[src/carv_pkg.sv]
package carv_pkg;

    // Field and datapath widths.
    localparam int SAMPLE_W = 16;
    localparam int VAL_W    = 24;
    localparam int GAIN_W   = 16;
    localparam int PROD_W   = VAL_W + GAIN_W + 1;
    localparam int RND_W    = PROD_W - 15;
    localparam int SUM_W    = VAL_W + 3;

    // Configuration port.
    localparam int CFG_IDX_W = 2;
    localparam logic [CFG_IDX_W-1:0] REG_COMB_FEEDBACK = 2'd0;
    localparam logic [CFG_IDX_W-1:0] REG_WET_MIX       = 2'd1;

    localparam logic [GAIN_W-1:0] COMB_FB_RESET = 16'd45875;
    localparam logic [GAIN_W-1:0] WET_MIX_RESET = 16'd32768;

    // Allpass gain, 0.7 in Q0.16.
    localparam logic [GAIN_W-1:0] AP_GAIN = 16'd45875;

    // Internal value limits, Q8.15.
    localparam logic signed [SUM_W-1:0] VAL_MAX = 27'sd8388607;
    localparam logic signed [SUM_W-1:0] VAL_MIN = -27'sd8388608;

    // Result queue: must hold every item that can be in the pipeline at once.
    localparam int OFIFO_DEPTH = 16;
    localparam int OFIFO_AW    = $clog2(OFIFO_DEPTH);
    localparam int OFIFO_CW    = $clog2(OFIFO_DEPTH + 1);

    // What a delay line hands back, registered in the cycle after its read data arrives.
    typedef struct packed {
        logic signed [VAL_W-1:0]  d;
        logic signed [PROD_W-1:0] prod;
    } t_line_out;

    // Clamp a widened value to the internal 24-bit range.
    function automatic logic signed [VAL_W-1:0] sat_val(input logic signed [SUM_W-1:0] v);
        logic signed [VAL_W-1:0] r;
        if (v > VAL_MAX) begin
            r = VAL_MAX[VAL_W-1:0];
        end else if (v < VAL_MIN) begin
            r = VAL_MIN[VAL_W-1:0];
        end else begin
            r = v[VAL_W-1:0];
        end
        return r;
    endfunction

    function automatic logic signed [VAL_W-1:0] add_sat(input logic signed [VAL_W-1:0] a,
                                                        input logic signed [VAL_W-1:0] b);
        logic signed [SUM_W-1:0] t;
        t = SUM_W'(a) + SUM_W'(b);
        return sat_val(t);
    endfunction

    function automatic logic signed [VAL_W-1:0] sub_sat(input logic signed [VAL_W-1:0] a,
                                                        input logic signed [VAL_W-1:0] b);
        logic signed [SUM_W-1:0] t;
        t = SUM_W'(a) - SUM_W'(b);
        return sat_val(t);
    endfunction

    // Round a gain product to nearest, ties upward: floor((p + 2^15) / 2^16).
    function automatic logic signed [RND_W-1:0] gain_round(input logic signed [PROD_W-1:0] p);
        logic signed [RND_W-1:0] q;
        q = RND_W'(p >>> 16);
        return q + $signed({{(RND_W-1){1'b0}}, p[15]});
    endfunction

    // Saturating add of a value and a rounded gain product.
    function automatic logic signed [VAL_W-1:0] mac_add(input logic signed [VAL_W-1:0] a,
                                                        input logic signed [RND_W-1:0] r);
        logic signed [SUM_W-1:0] t;
        t = SUM_W'(a) + SUM_W'(r);
        return sat_val(t);
    endfunction

endpackage

[src/carv_ram.sv]
module carv_ram #(
    parameter int WIDTH = 24,
    parameter int DEPTH = 16
) (
    input  logic                     i_clk,
    input  logic                     i_we,
    input  logic [$clog2(DEPTH)-1:0] i_waddr,
    input  logic [WIDTH-1:0]         i_wdata,
    input  logic                     i_re,
    input  logic [$clog2(DEPTH)-1:0] i_raddr,
    output logic [WIDTH-1:0]         o_rdata
);

    logic [WIDTH-1:0] r_mem [DEPTH];
    logic [WIDTH-1:0] r_rdata;

    // One write port, one registered read port; a read of the address being
    // written returns the old contents.
    always_ff @(posedge i_clk) begin
        if (i_we) begin
            r_mem[i_waddr] <= i_wdata;
        end
        if (i_re) begin
            r_rdata <= r_mem[i_raddr];
        end
    end

    assign o_rdata = r_rdata;

endmodule

[src/carv_line.sv]
module carv_line #(
    parameter int DEPTH = 16
) (
    input  logic                                   i_clk,
    input  logic                                   i_rst_n,
    input  logic                                   i_rd,
    input  logic [carv_pkg::GAIN_W-1:0]            i_gain,
    input  logic signed [carv_pkg::VAL_W-1:0]      i_wdata,
    output carv_pkg::t_line_out                    o_line
);

    localparam int AW = $clog2(DEPTH);

    logic [AW-1:0] r_pos;
    logic [AW-1:0] n_pos;
    logic          r_full;
    logic          r_v1;
    logic          r_v2;
    logic [AW-1:0] r_wa1;
    logic [AW-1:0] r_wa2;
    logic          r_zero;
    logic          r_byp;
    logic signed [carv_pkg::VAL_W-1:0] r_byp_data;
    logic [carv_pkg::VAL_W-1:0]        w_q;
    logic signed [carv_pkg::VAL_W-1:0] w_d;
    carv_pkg::t_line_out               r_line;

    // The position walks the line once per transfer and wraps at its length.
    assign n_pos = (r_pos == AW'(DEPTH - 1)) ? '0 : r_pos + AW'(1);

    // Position, fill flag and read/write tracking. The line has been fully
    // written once the position first wraps; before that every read is zero.
    always_ff @(posedge i_clk) begin
        if (!i_rst_n) begin
            r_pos  <= '0;
            r_full <= 1'b0;
            r_v1   <= 1'b0;
            r_v2   <= 1'b0;
        end else begin
            r_v1 <= i_rd;
            r_v2 <= r_v1;
            if (i_rd) begin
                r_pos <= n_pos;
                if (r_pos == AW'(DEPTH - 1)) begin
                    r_full <= 1'b1;
                end
            end
        end
    end

    // The write address is the read position carried through r_wa1 and r_wa2. When a read hits the
    // entry that is written in the same cycle, the new value is forwarded.
    always_ff @(posedge i_clk) begin
        r_wa1 <= r_pos;
        r_wa2 <= r_wa1;
        if (i_rd) begin
            r_zero     <= !r_full;
            r_byp      <= r_v2 && (r_wa2 == r_pos);
            r_byp_data <= i_wdata;
        end
    end

    carv_ram #(
        .WIDTH (carv_pkg::VAL_W),
        .DEPTH (DEPTH)
    ) u_ram (
        .i_clk   (i_clk),
        .i_we    (r_v2),
        .i_waddr (r_wa2),
        .i_wdata (i_wdata),
        .i_re    (i_rd),
        .i_raddr (r_pos),
        .o_rdata (w_q)
    );

    // Tap value as the line holds it for this transfer.
    always_comb begin
        if (r_byp) begin
            w_d = r_byp_data;
        end else if (r_zero) begin
            w_d = '0;
        end else begin
            w_d = $signed(w_q);
        end
    end

    // Register the tap and its gain product.
    always_ff @(posedge i_clk) begin
        r_line.d    <= w_d;
        r_line.prod <= w_d * $signed({1'b0, i_gain});
    end

    assign o_line = r_line;

endmodule

[config.mk]
export PLATFORM = sky130hd
export DESIGN_NAME = carv_line
export DESIGN_NICKNAME = d
export VERILOG_FILES = /design/src/carv_pkg.sv /design/src/carv_ram.sv /design/src/carv_line.sv
export SDC_FILE = /design/constraint.sdc
export NUM_CORES = 2
export LEC_CHECK = 0
export ABC_AREA = 1
export BUFFER_PORTS_ARGS = -buffer_cell sky130_fd_sc_hd__buf_4
export CORE_ASPECT_RATIO = 0.9
export CORE_MARGIN = 4
export CORE_UTILIZATION = 50
export CTS_CLUSTER_SIZE = 10
export DETAILED_ROUTE_END_ITERATION = 12
export HOLD_SLACK_MARGIN = 0.12
export PLACE_DENSITY_LB_ADDON = 0.05
export SLEW_MARGIN = 10
export SYNTH_ARGS = -nofsm -noshare
export SYNTH_HDL_FRONTEND = slang
export SYNTH_SLANG_ARGS = --single-unit
export TNS_END_PERCENT = 50
[constraint.sdc]
create_clock -name i_clk -period 12.2 [get_ports i_clk]
set_input_delay 2.44 -clock i_clk [delete_from_list [all_inputs] [get_ports i_clk]]
set_output_delay 2.44 -clock i_clk [all_outputs]
set_load 0.005 [all_outputs]
==> qor.txt <==
io pins: 108
Final Max Slew Viols: 0
post-route insts no fill: 4,227
Final TNS setup: 0 ns
Leak: 0.0159 uW
Crit Path Max Fanout: 20
synthesized area: 33,400 um2
Initial Util: 50.7%
layout cells sized above 1: 7.70%
# port buffers: 107
post-synthesis compound-gate area fraction: 6.98%
PD cells: 187 nW/um2
Inserted Clock Buffers: 59
Critical path origin: i_gain[2]
DRC errors left: 0
kind of critical path: in2reg
Slew HR: 15.1%
die width: 280 um
Row Count: 89
antenna violations before repair: 2
distinct cell type count after synthesis: 43
register area share after synthesis: 43.8%
status: completed
Fmax achieved: 123 MHz
ANT cells: 0
Reg clk slew, reported paths: 0.05 ns
Pwr Total: 6880 uW
CORE AREA: 65,800 um2
most frequent CP cell: fa_1
ys async rst share: 0%
Worst-Margin Slew: 1.27 ns
Final ANT Viol Nets: 0
Simple-Gate Fraction of Synth Area: 12.8%
WP buf/inv: 6
drt total wl: 95,300 um
Worst Skew: 0.0436 ns
largest net degree at the start of global routing: 102
Synth Area in Adders: 26.4%
Final setup viols: 0
gr usage total: 27.4%
H-tree depth: 2
Worst EP arrival: 8.62 ns
Post-Synth XOR/XNOR Area: 0.577%
unrepaired setup endpoints after global routing: no
DP HPWL: 66,000 um
Final min period: 8.16 ns
later-pin clock latency in the skew report: 0.64 ns
first-pass GRT wire length: 146,000 um
RR Startpoint: r_zero$_DFFE_PP_
endpoints failing hold: 0
worst min-delay path startpoint: r_wa1[0]$_DFF_P_
WP data required: 12.66 ns
largest family of logic cells by synthesized area: adder cells
CTS resizes: 0
DRT iter0 DRCs: 2,027
Slowest-stage cell, CP: fa_1
hold_buf cts: 0
Max Cap Viol: 0
clk sinks: 514
Worst setup SP type: primary input
multiplexer share of the synthesized area: 0%
CP Capture Type: flip-flop
Post-CTS Setup Bufs: 0
DRT Pass-1 Iters: 5
CTS tree: built
Layout area overhead: 9.85%
placed cells: 4,131
Max IR drop VDD: 121 uV
ys flop type: edfxtp_1
chip height: 253 um
Top delay family on crit path: adder cells
period utilisation layout: 66.9%
number of global-route vias before repair: 23,869
GR Overflow Total: 0
post-place setup slack: 3.50 ns
Layout Nets: 3,850
per-cell routed wire length: 22.5 um
number of flops mapped to enable cells by yosys: 434
vias per std cell: 5.47
die area: 71,000 um2
GPL Wtd Cong: 0.932
Min-Delay Path Class: reg2reg
worst path cell trace: buf_4 -> inv_1 -> nor2_1 -> inv_1 -> fa_1 -> inv_1 -> fa_1 -> fa_1 -> fa_1 -> fa_1 -> inv_1 -> fa_1 -> inv_1 -> ha_1 -> nand2_1 -> nor2_1 -> nand2_1 -> nor3_1 -> nand2_1 -> nand3_1 -> nand2_1
setup ws final: 4.04 ns
Mapped Avg Cell Area: 10.2 um2
Synthesized Nets: 3,785
clk buf depth: 3
vias after detailed routing: 23,131
Clock Root Buffer: clkbuf_16
Synthesis Warnings: 0
crit-path max cell delay: 0.83 ns
Synth Instances: 3,263
Seq cells post-synth: 514
## cell families after synthesis
group	after synthesis
XOR/XNOR	22
buffers and inverters	786
adder cells (fa/ha/maj)	479
AND/OR/NAND/NOR	1088
flip-flops	514
AO/OA/AOI/OAI	374
## stage by stage
step                area [um2]  utilization, %  hold slack (ns)
global placement         35000            53.1            0.311
detailed placement       35000            53.1            0.313
finish                   36700            55.7            0.326
global route             36700            55.7            0.331
floorplan                33400               -            0.310
CTS                      36700            55.7            0.326
## power breakdown
part | internal, uW | leakage [uW] | switching, uW | total, uW
Combinational | 1100 | 0.0105 | 2110 | 3210
Sequential | 2030 | 0.00461 | 40.6 | 2070
Clock | 913 | 0.000826 | 685 | 1600
Total | 4050 | 0.0159 | 2830 | 6880
## routing by layer
metal	vias to the layer above	GRT usage (%)	wire (um)
met2	853	40.3	40700
met4	4	6.44	2160
li1	10431	-	-
met3	161	7.00	9340
met5	-	0	20
met1	11682	41.3	43000
## placed cells by master, fill, tap and decap left out, types with 3 or more instances in the layout
cell type / synthesis / routed
dfxtp_1: 80 / 78
inv_1: 643 / 643
o21bai_1: 10 / 10
o221ai_1: 40 / 40
nor2_4: 0 / 16
nor2_2: 3 / 4
clkinv_1: 3 / 3
a21oi_1: 31 / 31
ha_1: 102 / 102
nor2_1: 431 / 414
xnor2_1: 4 / 4
o21ai_1: 10 / 11
nand3_1: 89 / 89
o21ai_0: 191 / 190
edfxtp_1: 434 / 434
nand2_1: 536 / 536
buf_4: 27 / 135
inv_4: 3 / 5
fa_1: 377 / 377
o211ai_1: 8 / 8
nand4_1: 10 / 10
clkbuf_16: 0 / 60
nor3_1: 5 / 5
xor2_1: 18 / 18
inv_2: 6 / 4
clkbuf_1: 66 / 28
o22ai_1: 61 / 60
o22ai_4: 4 / 4
nand3b_1: 3 / 3
clkinv_2: 0 / 3
o22ai_2: 15 / 16
## flip-flops by register name, indices dropped and copies added, names as in the netlist
| register | count |
|---|---|
| u_ram.r_mem | 384 |
| o_line | 65 |
| r_byp_data | 24 |
| u_ram.o_rdata | 24 |
| r_pos | 4 |
| r_wa1 | 4 |
| r_wa2 | 4 |
| r_byp | 1 |
| r_full | 1 |
| r_v1 | 1 |
| r_v2 | 1 |
| r_zero | 1 |
## layout make-up
cell class	count	area, um2
clock inverter	6	83.8
multi-input combinational	1963	15800
inverter	655	2470
timing repair buffer	135	1010
fill	5800	29100
clock buffer	90	1630
tap	864	1080
sequential	514	14600
## worst register-to-register path, cell delays in order, from the launching register on
cell	delay, ns
edfxtp_1	0.48
or2_1	0.25
buf_4	0.31
o22ai_4	0.52
inv_2	0.28
nor2_1	0.33
inv_1	0.11
fa_1	0.57
inv_1	0.13
fa_1	0.83
fa_1	0.55
fa_1	0.51
fa_1	0.49
inv_1	0.05
fa_1	0.47
inv_1	0.04
ha_1	0.44
nand2_1	0.15
nor2_1	0.25
nand2_1	0.20
nor3_1	0.17
nand2_1	0.16
nand3_1	0.10
nand2_1	0.14
## final timing paths
check / to / slack (ns) / cells after the start
worst max register to register: o_line[33]$_DFF_P_ / 4.50 / 23
worst max-delay path: o_line[33]$_DFF_P_ / 4.04 / 21
worst min-delay path: r_wa2[0]$_DFF_P_ / 0.33 / 0
worst min register to register: r_wa2[0]$_DFF_P_ / 0.33 / 0
## cell usage after synthesis, types with 18 or more instances
master    number  area share [%]
nand3_1       89             1.3
o22ai_1       61             1.1
buf_4         27            0.61
dfxtp_1       80             4.8
clkbuf_1      66            0.74
nor2_1       431             4.8
inv_1        643             7.2
buf_2         25            0.37
o21ai_0      191             2.9
xor2_1        18            0.47
o221ai_1      40             1.0
edfxtp_1     434              39
ha_1         102             3.8
fa_1         377              23
a21oi_1       31            0.46
nand2_1      536             6.0
Note: power is estimated with default switching activity, not from simulation.
