## src/carv_pkg.sv

```systemverilog
package carv_pkg;

    // Field and datapath widths.
    localparam int SAMPLE_W = 16;
    localparam int VAL_W    = 24;
    localparam int GAIN_W   = 16;
    localparam int PROD_W   = VAL_W + GAIN_W + 1;
    localparam int RND_W    = PROD_W - 15;
    localparam int SUM_W    = VAL_W + 3;

    // Configuration port.
    localparam int CFG_IDX_W = 2;
    localparam logic [CFG_IDX_W-1:0] REG_COMB_FEEDBACK = 2'd0;
    localparam logic [CFG_IDX_W-1:0] REG_WET_MIX       = 2'd1;

    localparam logic [GAIN_W-1:0] COMB_FB_RESET = 16'd45875;
    localparam logic [GAIN_W-1:0] WET_MIX_RESET = 16'd32768;

    // Allpass gain, 0.7 in Q0.16.
    localparam logic [GAIN_W-1:0] AP_GAIN = 16'd45875;

    // Internal value limits, Q8.15.
    localparam logic signed [SUM_W-1:0] VAL_MAX = 27'sd8388607;
    localparam logic signed [SUM_W-1:0] VAL_MIN = -27'sd8388608;

    // Result queue: must hold every item that can be in the pipeline at once.
    localparam int OFIFO_DEPTH = 16;
    localparam int OFIFO_AW    = $clog2(OFIFO_DEPTH);
    localparam int OFIFO_CW    = $clog2(OFIFO_DEPTH + 1);

    // What a delay line hands back, registered in the cycle after its read data arrives.
    typedef struct packed {
        logic signed [VAL_W-1:0]  d;
        logic signed [PROD_W-1:0] prod;
    } t_line_out;

    // Clamp a widened value to the internal 24-bit range.
    function automatic logic signed [VAL_W-1:0] sat_val(input logic signed [SUM_W-1:0] v);
        logic signed [VAL_W-1:0] r;
        if (v > VAL_MAX) begin
            r = VAL_MAX[VAL_W-1:0];
        end else if (v < VAL_MIN) begin
            r = VAL_MIN[VAL_W-1:0];
        end else begin
            r = v[VAL_W-1:0];
        end
        return r;
    endfunction

    function automatic logic signed [VAL_W-1:0] add_sat(input logic signed [VAL_W-1:0] a,
                                                        input logic signed [VAL_W-1:0] b);
        logic signed [SUM_W-1:0] t;
        t = SUM_W'(a) + SUM_W'(b);
        return sat_val(t);
    endfunction

    function automatic logic signed [VAL_W-1:0] sub_sat(input logic signed [VAL_W-1:0] a,
                                                        input logic signed [VAL_W-1:0] b);
        logic signed [SUM_W-1:0] t;
        t = SUM_W'(a) - SUM_W'(b);
        return sat_val(t);
    endfunction

    // Round a gain product to nearest, ties upward: floor((p + 2^15) / 2^16).
    function automatic logic signed [RND_W-1:0] gain_round(input logic signed [PROD_W-1:0] p);
        logic signed [RND_W-1:0] q;
        q = RND_W'(p >>> 16);
        return q + $signed({{(RND_W-1){1'b0}}, p[15]});
    endfunction

    // Saturating add of a value and a rounded gain product.
    function automatic logic signed [VAL_W-1:0] mac_add(input logic signed [VAL_W-1:0] a,
                                                        input logic signed [RND_W-1:0] r);
        logic signed [SUM_W-1:0] t;
        t = SUM_W'(a) + SUM_W'(r);
        return sat_val(t);
    endfunction

endpackage

```

## src/carv_ofifo.sv

```systemverilog
module carv_ofifo (
    input  logic                                  i_clk,
    input  logic                                  i_rst_n,
    input  logic                                  i_reserve,
    input  logic                                  i_push,
    input  logic signed [carv_pkg::SAMPLE_W-1:0]  i_data,
    input  logic                                  i_pop,
    output logic                                  o_room,
    output logic                                  o_valid,
    output logic signed [carv_pkg::SAMPLE_W-1:0]  o_data
);

    logic signed [carv_pkg::SAMPLE_W-1:0] r_mem [carv_pkg::OFIFO_DEPTH];
    logic [carv_pkg::OFIFO_AW-1:0] r_wp;
    logic [carv_pkg::OFIFO_AW-1:0] r_rp;
    logic [carv_pkg::OFIFO_CW-1:0] r_cnt;
    logic [carv_pkg::OFIFO_CW-1:0] r_credit;

    // Credits count items accepted but not yet delivered, so a slot is
    // always free by the time an item leaves the pipeline.
    always_ff @(posedge i_clk) begin
        if (!i_rst_n) begin
            r_wp     <= '0;
            r_rp     <= '0;
            r_cnt    <= '0;
            r_credit <= '0;
        end else begin
            if (i_push) begin
                r_wp <= r_wp + carv_pkg::OFIFO_AW'(1);
            end
            if (i_pop) begin
                r_rp <= r_rp + carv_pkg::OFIFO_AW'(1);
            end
            r_cnt    <= r_cnt + carv_pkg::OFIFO_CW'(i_push) - carv_pkg::OFIFO_CW'(i_pop);
            r_credit <= r_credit + carv_pkg::OFIFO_CW'(i_reserve)
                        - carv_pkg::OFIFO_CW'(i_pop);
        end
    end

    // Result storage.
    always_ff @(posedge i_clk) begin
        if (i_push) begin
            r_mem[r_wp] <= i_data;
        end
    end

    assign o_room  = r_credit < carv_pkg::OFIFO_CW'(carv_pkg::OFIFO_DEPTH);
    assign o_valid = r_cnt != '0;
    assign o_data  = r_mem[r_rp];

endmodule

```

## config.mk

```make
export PLATFORM = sky130hd
export DESIGN_NAME = carv_ofifo
export DESIGN_NICKNAME = d
export VERILOG_FILES = /design/src/carv_pkg.sv /design/src/carv_ofifo.sv
export SDC_FILE = /design/constraint.sdc
export NUM_CORES = 1
export LEC_CHECK = 0
export CAP_MARGIN = 40
export CORE_MARGIN = 2
export CORE_UTILIZATION = 35
export DETAILED_ROUTE_END_ITERATION = 10
export DONT_BUFFER_PORTS = 1
export PLACE_DENSITY_LB_ADDON = 0.1
export SYNTH_ARGS = -nofsm -noshare
export SYNTH_HDL_FRONTEND = slang
export SYNTH_SLANG_ARGS = --single-unit
```

## constraint.sdc

```tcl
create_clock -name i_clk -period 2.45 [get_ports i_clk]
set_input_delay 0.49 -clock i_clk [delete_from_list [all_inputs] [get_ports i_clk]]
set_output_delay 0.49 -clock i_clk [all_outputs]
set_load 0.01 [all_outputs]
```

==> flow_summary.json, run 1 <==
{
  "status": "complete, but fails checks",
  "violations": "negative setup slack",
  "ir_worst_vdd_mv": 0.522,
  "path_clk_slew_ns": 0.06,
  "critical_path_class": "register to output port",
  "cts_tree": "built",
  "setup.worst_path.start_class": "register",
  "gp_congestion": 0.687,
  "cts_buffers": 31,
  "grt-ovfl-total": 0,
  "critPathRequiredTime_ns": 1.96,
  "die-area_sq_mm": 0.0323,
  "synth_area_leaders": "edfxtp_1 71%, mux4_2 11%, dfxtp_1 4.1%",
  "hold_path_startpoint": "i_data[0]",
  "nets": 631,
  "cts.sinks": 278,
  "num_vias": 5155,
  "grt_pass1_vias": 5556,
  "p_clk_frac": 0.416,
  "tightest_slew_ns": 0.531,
  "finalSetupViolCount": 16,
  "cts_buffer_depth": 3,
  "power.density_mw_per_mm2": 852,
  "synth.distinct_cells": 33,
  "viasPerCell": 5.09,
  "place_area_sq_mm": 0.0116,
  "period_minus_slack_ns": 2.61,
  "grt_max_degree": 65,
  "rsz0062_at_grt": "yes",
  "netSwitchingFraction": 0.219,
  "r2r-end": "r_cnt[4]",
  "htreeDepth": 1,
  "cp_max_fo": 7,
  "fmax_mhz": 384,
  "die_w_um": 180,
  "final_layout_size_suffix_gt1_frac": 0.331,
  "min_to": "r_mem[2][0]",
  "dr.pass1.iters": 4,
  "combPwrFrac": 0.104,
  "power_frac_seq": 0.479,
  "drt_iter0_markers": 338,
  "synth_area_sq_mm": 0.0108,
  "p_leak_uw": 0.00426,
  "portBuffers": 0,
  "finalWirelength_mm": 26.0,
  "drcViolationCount": 0,
  "synth_warnings": 0,
  "rr_startpoint": "r_cnt[0]",
  "cap_viol_max_count": 0,
  "postLayoutCellArea_sq_mm": 0.0132,
  "end_kind": "output port",
  "area_delta_synth_final_pct": 21.6,
  "core_area_sq_mm": 0.0305,
  "final-hold-violation-count": 0,
  "synth-seq-cells": 278,
  "synth_top_area_share": 0.710,
  "antenna_cells": 0,
  "synth_sequential_area_ratio": 0.751,
  "skew_ns": 0.0132,
  "hpwl_mm": 14.8,
  "r2r_slack_ns": 0.45,
  "switching_power_uw": 2460,
  "fin_ws_ns": -0.155,
  "fp.dieH_um": 180,
  "ant_nets": 0,
  "reg2reg_depth": 10,
  "holdPathStages": 0,
  "syn-num-nets": 564,
  "post-route-util": 0.431,
  "cts_root_buf": "clkbuf_16",
  "slew_headroom": 0.646,
  "post-place-ws_ns": 0.287,
  "pin_count": 39,
  "p_int_uw": 8760,
  "maxSlewViolCount": 0,
  "grt_pass1_wl_mm": 38.2,
  "cp.arrival_ns": 2.12,
  "placementRows": 64,
  "grt_use_total": 0.162,
  "netlist_instances": 525,
  "min_period_over_period": 1.06,
  "floorplan.initialDensity": 0.355,
  "syn_area_per_cell_sq_um": 20.6,
  "clkLatencyLatePin_ns": 0.56,
  "antenna_found_initial": 0,
  "wire_per_inst_um": 25.7,
  "hold_class": "input pin to register",
  "synth_top_area_cell": "edfxtp_1"
}
==> synth_stat cells <==
| master | number |
|---|---|
| edfxtp_1 | 256 |
| mux4_2 | 54 |
| a22oi_1 | 32 |
| dfxtp_1 | 22 |
| and2_1 | 19 |
| nand2_1 | 19 |
| inv_1 | 18 |
| ha_1 | 16 |
| nor2_1 | 16 |
| mux4_1 | 10 |
| buf_2 | 6 |
| xor2_1 | 6 |
| clkbuf_1 | 5 |
| xnor2_1 | 5 |
| buf_6 | 4 |
| nor2b_1 | 4 |
| a21oi_1 | 3 |
| buf_4 | 3 |
| clkbuf_4 | 3 |
| nor3_1 | 3 |
| nor3b_1 | 3 |
| a21o_1 | 2 |
| buf_1 | 2 |
| fa_1 | 2 |
| mux2i_1 | 2 |
| nand4_1 | 2 |
| o21ai_0 | 2 |
| and3_1 | 1 |
| and3b_1 | 1 |
| clkinv_1 | 1 |
| nand2b_1 | 1 |
| nand4b_1 | 1 |
| o21a_1 | 1 |
==> cell usage in the layout (no fill, tap or decap), types with 15 or more instances in the layout <==
master,instances
buf_4,25
and2_1,19
dfxtp_1,20
nor2_1,15
buf_12,16
a22oi_2,27
ha_1,16
mux4_2,60
nand2_2,15
inv_1,18
clkbuf_16,31
edfxtp_1,256
==> worst max path at each step <==
stage          startpoint    endpoint  slack [ns]
3_5_place_dp        i_pop    r_cnt[4]        0.29
2_1_floorplan       i_pop    r_cnt[4]        0.42
5_1_grt          register  o_data[12]       -0.23
6_report         register   o_data[0]       -0.16
4_1_cts          register   o_data[0]       -0.17
3_3_place_gp        i_pop    r_cnt[4]        0.34
==> power groups by stage <==
stage | Sequential (uW) | Clock, uW | Combinational [uW]
2_1_floorplan | 5450 | 0 | 781
3_3_place_gp | 5470 | 0 | 975
3_5_place_dp | 5470 | 0 | 995
4_1_cts | 5380 | 4800 | 1190
5_1_grt | 5390 | 4970 | 1290
6_report | 5370 | 4670 | 1170
==> metrics by stage <==
step	power [uW]	TNS [ns]	hold WS, ns	cells
after floorplan	6230	0	0.485	525
after global placement	6440	0	0.530	935
after detailed placement	6470	0	0.526	935
after CTS	11400	-2.38	0.000200	1010
after global routing	11700	-3.02	0.000541	1013
final	11200	-1.77	0.0274	1013
==> layout make-up <==
| type | count | area (sq um) |
|---|---|---|
| clock buffer | 38 | 802 |
| timing repair buffer | 57 | 795 |
| inverter | 19 | 71.3 |
| sequential | 278 | 8130 |
| clock inverter | 20 | 231 |
| multi-input combinational | 205 | 2640 |
| fill | 2617 | 17300 |
| tap | 396 | 495 |
==> registers in the layout, summed over array words and instances, names as in the netlist, named ones only <==
signal / flops
r_cnt: 5
r_credit: 5
r_wp: 4
r_rp: 4
r_mem: 256
==> layer usage <==
layer  wire length [um]  share of wire  track usage
met2              13300           0.51        0.281
met4                358          0.014       0.0358
met5                  0              0            0
met3               1220          0.047       0.0314
met1              11200           0.43        0.212
==> kinds of logic after synthesis <==
logic type                 share of synthesized area
DFF                                            0.751
buffers and inverters                         0.0201
xor gates and xnor gates                     0.00890
AOI/OAI and AO/OA                             0.0266
muxes                                          0.138
and+or+nand+nor                               0.0328
adders and majority gates                     0.0222
==> repair_timing <==
action,in CTS,in global routing
pin swaps,38,6
gates resized for setup,59,2
buffers inserted,9,0
endpoints found under the setup margin,16,16
hold buffers,3,3
hold endpoints to repair,9,3
gates cloned,6,0
==> worst max-delay path, stage by stage (launching register included) <==
cell     delay, ns
dfxtp_4       0.41
buf_12        0.16
buf_12        0.14
mux4_2        0.53
a22oi_2       0.22
nand2_2       0.11
Power figures use the tool's default switching activity.
==> inputs of run 2 (changes only) <==
- CTS_BUF_LIST: default -> sky130_fd_sc_hd__clkbuf_4 sky130_fd_sc_hd__clkbuf_8
- CTS_CLUSTER_SIZE: default -> 16
- REMOVE_ABC_BUFFERS: default -> 1
==> flow_summary.json, run 2 (same netlist as run 1, synthesis figures left out) <==
{
  "status": "complete, but fails checks",
  "violations": "negative setup slack",
  "cts_root_buf": "clkbuf_8",
  "grt_use_total": 0.159,
  "place_area_sq_mm": 0.0115,
  "fp.dieH_um": 180,
  "finalSetupViolCount": 16,
  "cts_tree": "built",
  "maxSlewViolCount": 0,
  "hpwl_mm": 14.8,
  "slew_headroom": 0.674,
  "die-area_sq_mm": 0.0323,
  "tightest_slew_ns": 0.486,
  "finalWirelength_mm": 25.7,
  "largest_register_ffs": 256,
  "path_clk_slew_ns": 0.06,
  "cts.sinks": 278,
  "p_leak_uw": 0.00430,
  "setup.worst_path.start_class": "register",
  "pin_count": 39,
  "drt_iter0_markers": 362,
  "fmax_mhz": 385,
  "grt-ovfl-total": 0,
  "portBuffers": 0,
  "fin_ws_ns": -0.149,
  "cp_max_fo": 6,
  "placementRows": 64,
  "wire_per_inst_um": 24.2,
  "regMostFlops": "r_mem",
  "mostFrequentLayoutCells": "256 x edfxtp_1, 60 x mux4_2, 52 x clkbuf_8",
  "antenna_cells": 0,
  "die_w_um": 180,
  "post-place-ws_ns": 0.266,
  "top_regs": "r_mem (256), r_cnt (5), r_credit (5)",
  "grt_pass1_vias": 5792,
  "cap_viol_max_count": 0,
  "floorplan.initialDensity": 0.355,
  "viasPerCell": 5.08,
  "dr.pass1.iters": 4,
  "cts_buffer_depth": 3,
  "final_layout_size_suffix_gt1_frac": 0.363,
  "grt_pass1_wl_mm": 37.6,
  "layout_commonest_cell": "edfxtp_1",
  "final-hold-violation-count": 0,
  "hold_class": "input pin to register",
  "period_minus_slack_ns": 2.60,
  "critical_path_class": "register to output port",
  "grt_max_degree": 35,
  "clkLatencyLatePin_ns": 0.55,
  "gp_congestion": 0.726,
  "core_area_sq_mm": 0.0305,
  "rsz0062_at_grt": "yes",
  "area_delta_synth_final_pct": 21.0,
  "num_vias": 5377,
  "skew_ns": 0.0155,
  "end_kind": "output port",
  "antenna_found_initial": 0,
  "nets": 669,
  "postLayoutCellArea_sq_mm": 0.0131,
  "min_period_over_period": 1.06,
  "drcViolationCount": 0,
  "power.density_mw_per_mm2": 808,
  "htreeDepth": 2,
  "cts_buffers": 47,
  "ir_worst_vdd_mv": 0.339,
  "critPathRequiredTime_ns": 1.96,
  "cp.arrival_ns": 2.11,
  "ant_nets": 0
}
-- run 2: cell types whose count changed in the layout (fill, tap and decap cells not counted), sizes merged --
cell	previous run	this run
buf	51	54
dlygate4sd3	6	22
clkinvlp	2	1
clkinv	13	15
bufinv	5	1
clkbuf	38	67
-- run 2: stage by stage --
step                hold WS (ns)  total power (uW)  cells  TNS [ns]  utilization
floorplan                  0.485              6220    502    -25.70            -
global placement           0.534              6440    940         0        0.379
detailed placement         0.538              6470    940         0        0.379
CTS                    0.0000315             10700   1041     -2.61        0.422
global route            0.000117             11100   1058     -3.03        0.429
finish                    0.0336             10600   1058     -1.73        0.429
-- run 2: area by class of cell --
class	count	area, sq um
Fill cell	2690	17400
Inverter	19	71.3
Clock inverter	17	109
Clock buffer	64	806
Tap cell	396	495
Multi-Input combinational cell	205	2650
Sequential cell	278	8130
Timing Repair Buffer	79	836
-- run 2: where the power goes --
part / internal (uW) / switching, uW / total (uW) / leakage [uW]
Combinational: 607 / 573 / 1180 / 0.00132
Sequential: 5310 / 64.2 / 5370 / 0.00249
Clock: 2230 / 1790 / 4020 / 0.000485
-- run 2: per-layer routing --
metal	wire length (um)	global-route usage	vias to the layer above
met3	1310	0.0344	46
met1	10900	0.206	2859
met4	595	0.0514	0
met5	0	0	-
li1	-	-	2350
met2	12900	0.267	122
-- run 2: worst max-delay path, stage by stage, from the launching register on --
cell	delay (ns)
dfxtp_4	0.39
buf_12	0.13
buf_12	0.13
buf_6	0.11
mux4_2	0.50
a22oi_2	0.19
nand2_2	0.11
-- run 2: final timing paths --
check	from	endpoint	slack, ns	depth (start not counted)
hold / removal	i_data[15]	r_mem[12][15]	0.03	0
setup / recovery	register	o_data[0]	-0.15	6
hold reg to reg	r_rp[1]	register	0.54	2
setup reg to reg	r_cnt[0]	r_cnt[4]	0.43	10
-- run 2: repair_timing --
action,4_1_cts,5_1_grt
hold endpoints to repair,49,43
pin swaps,22,10
endpoints found under the setup margin,16,16
gates resized for setup,48,17
hold buffers,13,9
gates cloned,1,3
setup buffers,6,6
==> inputs of run 3 (changes only) <==
- CORE_ASPECT_RATIO: default -> 1.2
- MAX_ROUTING_LAYER: default -> met4
==> flow_summary.json, run 3 (same netlist as run 1, synthesis figures left out) <==
{
  "cts_tree": "built",
  "setup.worst_path.start_class": "register",
  "grt_max_degree": 33,
  "core_area_sq_mm": 0.0305,
  "largest_register_ffs": 256,
  "fmax_mhz": 380,
  "skew_ns": 0.0115,
  "finalSetupViolCount": 16,
  "cp_max_fo": 8,
  "htreeDepth": 2,
  "grt_use_total": 0.166,
  "regMostFlops": "r_mem",
  "num_vias": 5270,
  "crit_chain": "buf_12, clkbuf_16, mux4_2, a22oi_2, nand2_2",
  "cts.sinks": 278,
  "violations": "negative setup slack",
  "cp.arrival_ns": 2.14,
  "critPathRequiredTime_ns": 1.96,
  "antenna_cells": 0,
  "finalWirelength_mm": 25.1,
  "antenna_found_initial": 0,
  "drt_iter0_markers": 324,
  "p_leak_uw": 0.00421,
  "final-hold-violation-count": 0,
  "path_clk_slew_ns": 0.06,
  "placementRows": 70,
  "hpwl_mm": 14.2,
  "slew_headroom": 0.638,
  "cp_slowest_cell": "mux4_2",
  "power.density_mw_per_mm2": 797,
  "wire_per_inst_um": 24.2,
  "dr.pass1.iters": 5,
  "rsz0062_at_grt": "yes",
  "status": "complete, but fails checks",
  "fp.dieH_um": 197,
  "postLayoutCellArea_sq_mm": 0.0130,
  "final_layout_size_suffix_gt1_frac": 0.353,
  "post-place-ws_ns": 0.283,
  "portBuffers": 0,
  "drcViolationCount": 0,
  "place_area_sq_mm": 0.0116,
  "grt_pass1_vias": 5655,
  "slowest_delay_ns": 0.52,
  "grt_pass1_wl_mm": 37.1,
  "min_period_over_period": 1.08,
  "end_kind": "output port",
  "period_minus_slack_ns": 2.63,
  "die_w_um": 165,
  "ant_nets": 0,
  "multi_input_area_sq_mm": 0.00266,
  "clkLatencyLatePin_ns": 0.55,
  "fin_ws_ns": -0.185,
  "hold_class": "input pin to register",
  "area_delta_synth_final_pct": 20.1,
  "cap_viol_max_count": 0,
  "mostFrequentLayoutCells": "256 x edfxtp_1, 61 x mux4_2, 47 x clkbuf_8",
  "tightest_slew_ns": 0.542,
  "cts_root_buf": "clkbuf_8",
  "cts_buffers": 45,
  "viasPerCell": 5.07,
  "cts_buffer_depth": 3,
  "ir_worst_vdd_mv": 0.568,
  "nFillCells": 2678,
  "die-area_sq_mm": 0.0324,
  "pin_count": 39,
  "critical_path_class": "register to output port",
  "floorplan.initialDensity": 0.355,
  "top_regs": "r_mem (256), r_cnt (5), r_credit (5)",
  "r2r_slack_ns": 0.46,
  "area.sequential_sq_mm": 0.00813,
  "gp_congestion": 0.699,
  "maxSlewViolCount": 0,
  "hold_slack_ns": 0.0408,
  "nets": 650,
  "layout_commonest_cell": "edfxtp_1",
  "grt-ovfl-total": 0
}
## run 3: layout make-up
class,instances,share of cell area
multi-input cells,205,0.205
clock buffers,63,0.0590
well taps,396,0.0381
inverters,19,0.00549
clock inverters,16,0.00558
flip-flops and latches,278,0.626
repair buffers,62,0.0611
## run 3: worst paths after layout
kind	startpoint	end	cells after the start
worst max register to register	r_cnt[0]	r_cnt[4]	10
worst max-delay path	register	o_data[7]	5
worst min register to register	r_rp[1]	register	2
worst min-delay path	i_data[3]	r_mem[7][3]	0
## run 3: power breakdown
part	total (uW)	internal, uW	switching, uW
combinational	1210	609	604
clock	3770	2020	1750
sequential	5380	5310	71.1
total	10400	7930	2430
## run 3: what timing repair did
| action | 4_1_cts | 5_1_grt |
|---|---|---|
| pin swaps | 8 | 16 |
| buffers inserted | 6 | 3 |
| gates resized for setup | 27 | 35 |
| endpoints found under the hold margin | 196 | 1 |
| endpoints found under the setup margin | 16 | 16 |
| hold buffers | 17 | 1 |
| gates cloned | 3 | 1 |
## run 3: worst max-delay path: cells and delay by family, from the launching register on
family	cells	cell delay, ns
AOI/OAI and AO/OA	1	0.21
buffers and inverters	2	0.30
DFF	1	0.46
muxes	1	0.52
and+or+nand+nor	1	0.10
## run 3: metal layers
layer,vias to the layer above,global-route usage,share of wire
met1,2815,0.214,0.43
met3,38,0.0335,0.046
met4,0,0.0441,0.017
met2,114,0.268,0.50
met5,-,-,0
li1,2303,-,-
## run 3: through the flow
stage	TNS (ns)	instances	util	total power [uW]
5_1_grt	-4.08	1039	0.426	10800
3_5_place_dp	0	929	0.379	6480
6_report	-2.40	1039	0.426	10400
3_3_place_gp	0	929	0.379	6440
2_1_floorplan	-25.70	502	-	6220
4_1_cts	-3.30	1034	0.420	10400
